[config.mk]
export PLATFORM = sky130hd
export DESIGN_NAME = csma_cd_station_transmitter_top
export DESIGN_NICKNAME = d
export VERILOG_FILES = /design/src/hw/rtl/csmacd_pkg.sv /design/src/hw/rtl/csmacd_core.sv /design/src/hw/rtl/csma_cd_station_transmitter_top.sv
export SDC_FILE = /design/constraint.sdc
export NUM_CORES = 1
export LEC_CHECK = 0
export BUFFER_PORTS_ARGS = -buffer_cell sky130_fd_sc_hd__buf_2
export CAP_MARGIN = 5
export CORE_ASPECT_RATIO = 0.5
export CORE_UTILIZATION = 45
export DETAILED_ROUTE_END_ITERATION = 10
export MAX_ROUTING_LAYER = met4
export SLEW_MARGIN = 20
export SYNTH_ARGS = -nofsm -noshare
export SYNTH_HDL_FRONTEND = slang
export SYNTH_SLANG_ARGS = --single-unit
[constraint.sdc]
create_clock -name clk -period 7.8 [get_ports clk]
set_clock_uncertainty 0.05 [all_clocks]
set_input_delay 0.39 -clock clk [delete_from_list [all_inputs] [get_ports clk]]
set_output_delay 0.39 -clock clk [all_outputs]
set_load 0.02 [all_outputs]
[src/hw/rtl/csmacd_pkg.sv]
// Package for the CSMA/CD station transmitter: item types, config type,
// phase codes and reset values. No dependencies.
`timescale 1ns / 1ps

package csmacd_pkg;

	// Field widths
	localparam int TICKS_W   = 10;
	localparam int CAP_W     = 4;
	localparam int FLEN_W    = 12;
	localparam int SLOTS_W   = 10;
	localparam int COUNT_W   = 8;
	localparam int CD_W      = 20;
	localparam int PHASE_W   = 3;
	localparam int CFG_IDX_W = 2;

	// Backoff exponent never exceeds this
	localparam int BACKOFF_BITS = 10;

	// Default width of the saturating collision counter
	localparam int COLLISION_COUNT_BITS_DEF = 8;

	// Register reset values
	localparam logic [TICKS_W-1:0] SLOT_TICKS_RST   = 10'd40;
	localparam logic [TICKS_W-1:0] SENSE_RETRY_RST  = 10'd30;
	localparam logic [TICKS_W-1:0] DETECT_WIN_RST   = 10'd20;
	localparam logic [CAP_W-1:0]   BACKOFF_CAP_RST  = 4'd10;

	// Register indexes
	localparam logic [CFG_IDX_W-1:0] REG_SLOT_TICKS  = 2'd0;
	localparam logic [CFG_IDX_W-1:0] REG_SENSE_RETRY = 2'd1;
	localparam logic [CFG_IDX_W-1:0] REG_DETECT_WIN  = 2'd2;
	localparam logic [CFG_IDX_W-1:0] REG_BACKOFF_CAP = 2'd3;

	typedef enum logic [PHASE_W-1:0] {
		PH_IDLE    = 3'd0,
		PH_DEFER   = 3'd1,
		PH_DETECT  = 3'd2,
		PH_BODY    = 3'd3,
		PH_BACKOFF = 3'd4
	} phase_t;

	typedef struct packed {
		logic               frame_request;
		logic [FLEN_W-1:0]  frame_ticks;
		logic               channel_busy;
		logic               collision;
		logic [SLOTS_W-1:0] random_value;
	} in_item_t;

	typedef struct packed {
		logic               transmitting;
		logic               jam;
		logic               frame_sent;
		logic [SLOTS_W-1:0] backoff_slots;
		logic [COUNT_W-1:0] coll_count;
		logic [PHASE_W-1:0] phase;
	} out_item_t;

	typedef struct packed {
		logic [TICKS_W-1:0] slot_ticks;
		logic [TICKS_W-1:0] sense_retry_ticks;
		logic [TICKS_W-1:0] detect_window_ticks;
		logic [CAP_W-1:0]   backoff_cap;
	} cfg_t;

endpackage

[src/hw/rtl/csmacd_core.sv]
// Next-state logic for one tick of the transmit controller: phase sequencing,
// countdowns, collision counting and backoff slot choice. Uses csmacd_pkg.
`timescale 1ns / 1ps

module csmacd_core #(
	parameter int COLLISION_COUNT_BITS = csmacd_pkg::COLLISION_COUNT_BITS_DEF
) (
	input  csmacd_pkg::cfg_t                         cfg,
	input  csmacd_pkg::in_item_t                     item,
	input  csmacd_pkg::phase_t                       phase_cur,
	input  logic [csmacd_pkg::CD_W-1:0]              cd_cur,
	input  logic [COLLISION_COUNT_BITS-1:0]          held_cur,
	input  logic [csmacd_pkg::FLEN_W-1:0]            body_cur,
	input  logic [csmacd_pkg::SLOTS_W-1:0]           slots_cur,
	output csmacd_pkg::phase_t                       phase_nxt,
	output logic [csmacd_pkg::CD_W-1:0]              cd_nxt,
	output logic [COLLISION_COUNT_BITS-1:0]          held_nxt,
	output logic [csmacd_pkg::FLEN_W-1:0]            body_nxt,
	output logic [csmacd_pkg::SLOTS_W-1:0]           slots_nxt,
	output csmacd_pkg::out_item_t                    result
);
	import csmacd_pkg::*;

	localparam logic [COLLISION_COUNT_BITS-1:0] CNT_MAX = '1;
	localparam logic [CAP_W:0] EXP_LIM = (CAP_W+1)'(BACKOFF_BITS);

	logic [COLLISION_COUNT_BITS-1:0] held_inc;
	logic [CAP_W-1:0]                k_raw;
	logic [CAP_W:0]                  k_exp;
	logic [SLOTS_W-1:0]              mask;
	logic [SLOTS_W-1:0]              slots_new;
	logic [CD_W-1:0]                 span;
	logic [CD_W-1:0]                 cd_dec;
	logic [CD_W-1:0]                 retry_cd;
	logic                            cd_gt1;
	logic                            jam;
	logic                            sent;

	// Saturating collision count after this collision
	assign held_inc = (held_cur == CNT_MAX) ? held_cur : held_cur + 1'b1;

	// Backoff exponent: count limited by cap, then by BACKOFF_BITS
	assign k_raw = (held_inc < COLLISION_COUNT_BITS'(cfg.backoff_cap)) ?
		held_inc[CAP_W-1:0] : cfg.backoff_cap;
	assign k_exp = ({1'b0, k_raw} > EXP_LIM) ? EXP_LIM : {1'b0, k_raw};

	// Build the low-bit mask 2^k - 1
	always_comb begin
		for (int i = 0; i < SLOTS_W; i++) begin
			mask[i] = (k_exp > (CAP_W+1)'(i));
		end
	end

	assign slots_new = item.random_value & mask;
	assign span      = CD_W'(slots_new) * CD_W'(cfg.slot_ticks);
	assign cd_dec    = cd_cur - 1'b1;
	assign cd_gt1    = (cd_cur > CD_W'(1));
	assign retry_cd  = (cfg.sense_retry_ticks != '0) ?
		CD_W'(cfg.sense_retry_ticks - 1'b1) : '0;

	// Advance the phase sequencer by one tick
	always_comb begin
		phase_nxt = phase_cur;
		cd_nxt    = cd_cur;
		held_nxt  = held_cur;
		body_nxt  = body_cur;
		slots_nxt = slots_cur;
		jam       = 1'b0;
		sent      = 1'b0;
		case (phase_cur)
			PH_IDLE: begin
				if (item.frame_request) begin
					body_nxt  = item.frame_ticks;
					held_nxt  = '0;
					cd_nxt    = '0;
					phase_nxt = PH_DEFER;
				end
			end
			PH_DEFER: begin
				if (cd_cur != '0) begin
					cd_nxt = cd_dec;
				end else if (item.channel_busy) begin
					cd_nxt = retry_cd;
				end else begin
					cd_nxt    = CD_W'(cfg.detect_window_ticks);
					phase_nxt = PH_DETECT;
				end
			end
			PH_DETECT: begin
				if (cd_gt1) begin
					cd_nxt = cd_dec;
				end else if (item.collision) begin
					jam       = 1'b1;
					held_nxt  = held_inc;
					slots_nxt = slots_new;
					cd_nxt    = span;
					phase_nxt = (span != '0) ? PH_BACKOFF : PH_DEFER;
				end else begin
					cd_nxt    = CD_W'(body_cur);
					phase_nxt = PH_BODY;
				end
			end
			PH_BODY: begin
				if (cd_gt1) begin
					cd_nxt = cd_dec;
				end else begin
					sent      = 1'b1;
					held_nxt  = '0;
					cd_nxt    = '0;
					phase_nxt = PH_IDLE;
				end
			end
			PH_BACKOFF: begin
				if (cd_gt1) begin
					cd_nxt = cd_dec;
				end else begin
					cd_nxt    = '0;
					phase_nxt = PH_DEFER;
				end
			end
			default: begin
				cd_nxt    = '0;
				phase_nxt = PH_IDLE;
			end
		endcase
	end

	// Result item describes the state after this tick
	always_comb begin
		result.transmitting  = phase_nxt inside {PH_DETECT, PH_BODY};
		result.jam           = jam;
		result.frame_sent    = sent;
		result.backoff_slots = slots_nxt;
		result.coll_count    = COUNT_W'(held_nxt);
		result.phase         = PHASE_W'(phase_nxt);
	end

endmodule

[src/hw/rtl/csma_cd_station_transmitter_top.sv]
// CSMA/CD station transmit controller, one tick per input item.
// Depends on csmacd_pkg and csmacd_core.
//
// Usage:
//   Each input item on in_valid/in_stall/in_data is one time tick of the
//   MAC: a frame request with its body length, the sensed carrier, the
//   collision flag and random bits for the backoff choice. Every accepted
//   tick yields exactly one result item on out_valid/out_stall/out_data
//   with the transmit, jam and frame_sent flags, chosen backoff slots,
//   collision count and phase after that tick.
//   The result is registered: it is in the output register the cycle
//   after the tick is accepted. Throughput is one tick per cycle; the path
//   through the next-state logic, with its 10x10 slot multiply, fits in
//   that cycle.
//   While a result waits under out_stall, in_stall is raised and the
//   tick and controller state hold; once the result is taken a new tick
//   is accepted in the same cycle.
//   Reset puts the controller in idle with zero counts and loads the
//   default slot, retry, detect window and cap registers. The user writes
//   registers via cfg_we/cfg_index/cfg_data while no tick is in flight (not enforced).
`timescale 1ns / 1ps

module csma_cd_station_transmitter_top #(
	parameter int COLLISION_COUNT_BITS = csmacd_pkg::COLLISION_COUNT_BITS_DEF
) (
	input  logic                                clk,
	input  logic                                arst_n,
	input  logic                                cfg_we,
	input  logic [csmacd_pkg::CFG_IDX_W-1:0]    cfg_index,
	input  logic [csmacd_pkg::TICKS_W-1:0]      cfg_data,
	input  logic                                in_valid,
	output logic                                in_stall,
	input  csmacd_pkg::in_item_t                in_data,
	output logic                                out_valid,
	input  logic                                out_stall,
	output csmacd_pkg::out_item_t               out_data
);
	import csmacd_pkg::*;

	cfg_t                            cfg_q;
	phase_t                          phase_q;
	logic [CD_W-1:0]                 cd_q;
	logic [COLLISION_COUNT_BITS-1:0] held_q;
	logic [FLEN_W-1:0]               body_q;
	logic [SLOTS_W-1:0]              slots_q;
	logic                            out_valid_q;
	out_item_t                       out_data_q;

	phase_t                          phase_d;
	logic [CD_W-1:0]                 cd_d;
	logic [COLLISION_COUNT_BITS-1:0] held_d;
	logic [FLEN_W-1:0]               body_d;
	logic [SLOTS_W-1:0]              slots_d;
	out_item_t                       result;
	logic                            accept;

	// Hold the input while a finished result is stalled
	assign in_stall  = out_valid_q & out_stall;
	assign accept    = in_valid & ~in_stall;
	assign out_valid = out_valid_q;
	assign out_data  = out_data_q;

	// Write configuration registers
	always_ff @(posedge clk or negedge arst_n) begin
		if (!arst_n) begin
			cfg_q.slot_ticks          <= SLOT_TICKS_RST;
			cfg_q.sense_retry_ticks   <= SENSE_RETRY_RST;
			cfg_q.detect_window_ticks <= DETECT_WIN_RST;
			cfg_q.backoff_cap         <= BACKOFF_CAP_RST;
		end else if (cfg_we) begin
			case (cfg_index)
				REG_SLOT_TICKS:  cfg_q.slot_ticks          <= cfg_data;
				REG_SENSE_RETRY: cfg_q.sense_retry_ticks   <= cfg_data;
				REG_DETECT_WIN:  cfg_q.detect_window_ticks <= cfg_data;
				REG_BACKOFF_CAP: cfg_q.backoff_cap         <= cfg_data[CAP_W-1:0];
				default: ;
			endcase
		end
	end

	csmacd_core #(
		.COLLISION_COUNT_BITS(COLLISION_COUNT_BITS)
	) u_core (
		.cfg       (cfg_q),
		.item      (in_data),
		.phase_cur (phase_q),
		.cd_cur    (cd_q),
		.held_cur  (held_q),
		.body_cur  (body_q),
		.slots_cur (slots_q),
		.phase_nxt (phase_d),
		.cd_nxt    (cd_d),
		.held_nxt  (held_d),
		.body_nxt  (body_d),
		.slots_nxt (slots_d),
		.result    (result)
	);

	// Advance controller state on each accepted tick
	always_ff @(posedge clk or negedge arst_n) begin
		if (!arst_n) begin
			phase_q <= PH_IDLE;
			cd_q    <= '0;
			held_q  <= '0;
			body_q  <= '0;
			slots_q <= '0;
		end else if (accept) begin
			phase_q <= phase_d;
			cd_q    <= cd_d;
			held_q  <= held_d;
			body_q  <= body_d;
			slots_q <= slots_d;
		end
	end

	// Load the result register, drop valid once taken
	always_ff @(posedge clk or negedge arst_n) begin
		if (!arst_n) begin
			out_valid_q <= 1'b0;
		end else if (accept) begin
			out_valid_q <= 1'b1;
		end else if (!out_stall) begin
			out_valid_q <= 1'b0;
		end
	end

	always_ff @(posedge clk) begin
		if (accept) begin
			out_data_q <= result;
		end
	end

	// Every accepted tick leaves a result behind it
	a_accept_gives_result: assert property (@(posedge clk) disable iff (!arst_n)
		accept |=> out_valid_q)
		else $error("accepted item produced no result");

	// Jam and frame completion never share a tick
	a_jam_sent_excl: assert property (@(posedge clk) disable iff (!arst_n)
		out_valid_q |-> !(out_data_q.jam && out_data_q.frame_sent))
		else $error("jam and frame_sent in one result");

	// A finished frame returns to idle with a cleared count
	a_sent_idle: assert property (@(posedge clk) disable iff (!arst_n)
		(out_valid_q && out_data_q.frame_sent) |->
			(out_data_q.phase == PHASE_W'(PH_IDLE) && out_data_q.coll_count == '0))
		else $error("frame_sent without idle and cleared count");

	// A jam leads to backoff or defer and never leaves the station transmitting
	a_jam_backoff: assert property (@(posedge clk) disable iff (!arst_n)
		(out_valid_q && out_data_q.jam) |->
			((out_data_q.phase == PHASE_W'(PH_BACKOFF) ||
			  out_data_q.phase == PHASE_W'(PH_DEFER)) && !out_data_q.transmitting))
		else $error("jam result in wrong phase");

endmodule
==> flow_metrics.py <==
metrics = {
    "clock_network": {
        "ctsLongestPathBuffers": 2,
        "cts_tree": "built",
        "cts_sinks": 112,
        "numCtsBuffers": 9,
        "h-tree-depth": 3,
        "clk_latency_ns": 0.38,
        "clock-root-buffer": "clkbuf_16",
        "clk_pin_slew_ns": 0.08,
    },
    "logic_synthesis": {
        "netlist.area_leader.share_pct": 20.5,
        "yosys_most_used_dff": "dfrtp_1",
        "synth-seq-area-share_pct": 30.9,
        "syn_area_um2": 9500,
        "async_flop_share_pct": 78.6,
        "ys_seq_elements": 112,
        "yosysMostFrequentCell": "nand2_1",
        "syn_avg_cell_area_um2": 9.28,
        "synth_edf_count": 24,
        "synth_nets": 1190,
        "netlist_top_cells_area": "dfrtp_1, fa_1, ha_1",
        "synthTopCellsByCount": "nand2_1, inv_1, dfrtp_1, fa_1, ha_1",
        "yosysWarnings": 0,
        "synth_area_leader_cell": "dfrtp_1",
        "syn_inst": 1024,
        "yosys.cell_types.count": 77,
    },
    "power_and_ir_drop": {
        "power.density_nw_per_um2": 292,
        "pwr-share-comb_pct": 58.9,
        "p_sw_share_pct": 42.6,
        "p_leak_nw": 5.64,
        "intPower_mw": 1.95,
        "p_clk_share_pct": 14.8,
        "ir_drop_v": 0.000189,
        "p_seq_share_pct": 26.3,
        "switchingPower_mw": 1.45,
    },
    "placed_design": {
        "routabilityCongestion": 0.933,
        "portBuffers": 67,
        "dp.cells": 1402,
        "place_area_um2": 10700,
        "hpwl_um": 20500,
    },
    "setup_path": {
        "regToRegStartpoint": "held_q[0]$_DFFE_PN0P_",
        "setup.worst_path.end": "out_data[2]$_DFFE_PP_",
        "critPathSlowestCell": "fa_1",
        "worst-r2r-setup-slack_ns": -0.07,
        "worst_setup_path_end_kind": "register",
        "critPathLaunch": "held_q[0]$_DFFE_PN0P_",
        "path_common_cell": "fa_1",
        "crit_type": "reg2reg",
        "rr_endpoint": "out_data[2]$_DFFE_PP_",
        "slowest_delay_ns": 0.55,
        "cp.arrival_ns": 7.96,
        "crit_fanout": 5,
        "crit_required_ns": 7.88,
        "cp-start-kind": "register",
        "worstRegToRegCells": 35,
    },
    "cells_and_area": {
        "final_util_pct": 56.5,
        "area.sequential_um2": 2940,
        "design.final.nets": 1338,
        "final_area_um2": 11600,
        "nFillCells": 1798,
        "stdcell_count": 1450,
        "diodes": 0,
        "multiInputGateArea_um2": 6380,
        "final_layout_size_suffix_gt1_share_pct": 30.7,
        "synthToLayoutAreaGrowth_pct": 22.5,
    },
    "routing": {
        "finalWirelength_um": 27400,
        "ant_nets": 0,
        "vias": 8030,
        "viasPerCell": 5.54,
        "drt_iter0_markers": 688,
        "drtPass1Iterations": 5,
        "wl_per_cell_um": 18.9,
        "drcViolationCount": 0,
    },
    "die": {
        "die_h_um": 105,
        "die_w_um": 207,
        "coreArea_um2": 20600,
        "num_rows": 37,
        "io_pins": 68,
        "die_area_um2": 21700,
        "start_util_pct": 46.1,
    },
    "sta": {
        "fin_ws_ns": -0.0709,
        "holdWs_ns": 0.170,
        "clock.fmax_mhz": 127,
        "period_share_pct": 101,
        "hold_violations": 0,
        "slew_viol_final": 0,
        "worst_pin_slew_ns": 1.13,
        "fin_crit_ns": 7.87,
        "slew_headroom_pct": 24.5,
        "final-setup-viol-count": 3,
        "rsz0062_at_grt": "true",
    },
    "outcome": {
        "status": "finished with violations",
        "violations": "setup timing",
    },
    "grt": {
        "grt_start_max_net_pins": 55,
        "grt_pass1_wl_um": 43600,
        "grt_pass1_vias": 7915,
        "grt_overflow": 0,
        "track_usage_pct": 26.9,
        "antenna_found_initial": 0,
    },
    "hold_path": {
        "min_path_type": "in2reg",
    },
    "job": {
        "maxCapViolations": 0,
    },
}
timing repair:
action,CTS,global route
pin swaps,51,16
buffers inserted,23,8
gates resized for setup,48,27
endpoints found under the setup margin,5,9
hold endpoints to repair,32,0
hold buffers,1,0
cloned,0,0
sequential cells by signal (all words and copies together), names as in the netlist:
name and flops:
held_q 8, out_data 24, cd_q 20, out_valid 1, body_q 12, phase_q 3, slots_q 10, cfg_q 34
cell families after synthesis:
group / share of synthesized area (%)
xor+xnor: 2.75
flops: 30.9
mux: 7.31
compound gates: 12.3
simple gates: 19.2
buf+inv: 6.24
fa+ha+maj: 21.2
power groups by stage:
stage | logic, mW | clock network, mW | registers [mW]
CTS | 1.91 | 0.519 | 0.886
global placement | 1.73 | 0 | 0.890
floorplan | 1.19 | 0 | 0.832
finish | 2.00 | 0.505 | 0.893
global route | 2.21 | 0.537 | 0.910
detailed placement | 1.73 | 0 | 0.897
layout by cell type, fill, tap and decap left out, drive strengths merged, types with 7 or more instances in the layout:
cell type  netlist  layout
buf             14     188
nand2          164     164
inv             96      98
dfrtp           78      78
fa              62      62
ha              62      62
o21ai           58      58
mux2            51      51
nor2            43      43
a21oi           43      43
and2            41      41
and3            25      25
edfxtp          24      24
nor3            23      23
xnor2           22      22
nor4            14      14
o21a            12      12
or3             12      12
mux2i           12      12
clkbuf          38      12
nand3           11      11
o22ai           10      10
dfstp           10      10
a21o             7       7
xor2             7       7
worst min-delay path by stage:
stage | startpoint | endpoint | slack, ns | cells past startpoint
after floorplan | arst_n | body_q[0]$_DFFE_PN0P_ | 0.04 | 0
after global placement | arst_n | slots_q[1]$_DFFE_PN0P_ | 0.38 | 1
after detailed placement | arst_n | slots_q[1]$_DFFE_PN0P_ | 0.38 | 1
after CTS | in_valid | out_valid$_DFFE_PN0P_ | 0.15 | 2
after global routing | in_valid | out_valid$_DFFE_PN0P_ | 0.17 | 2
final | in_valid | out_valid$_DFFE_PN0P_ | 0.17 | 2
stage by stage:
step,TNS [ns],total power [mW],worst slack [ns]
after floorplan,0,2.02,0.0134
after global placement,-0.243,2.62,-0.122
after detailed placement,-0.777,2.63,-0.283
after CTS,0,3.32,0.00854
after global routing,-1.28,3.66,-0.319
final,-0.110,3.40,-0.0709
routing by layer:
metal | GRT usage, % | routed length (µm)
met1 | 38.6 | 13400
met2 | 39.3 | 11900
met3 | 5.68 | 1700
met4 | 4.96 | 374
met5 | - | 0
final cells by class:
type,count,share of cell area [%]
clock buffers,12,2.40
clock inverters,4,0.355
inverters,96,3.10
multi-input cells,764,54.8
flip-flops and latches,112,25.2
well taps,273,2.93
repair buffers,189,11.2
worst max-delay path, delay by kind of cell, from the launching register on:
kind	cells	cell delay (ns)
xor+xnor	1	0.08
compound gates	10	1.82
buf+inv	7	0.62
flops	1	0.42
fa+ha+maj	8	3.08
simple gates	9	1.56
(Power assumes the default switching activity.)
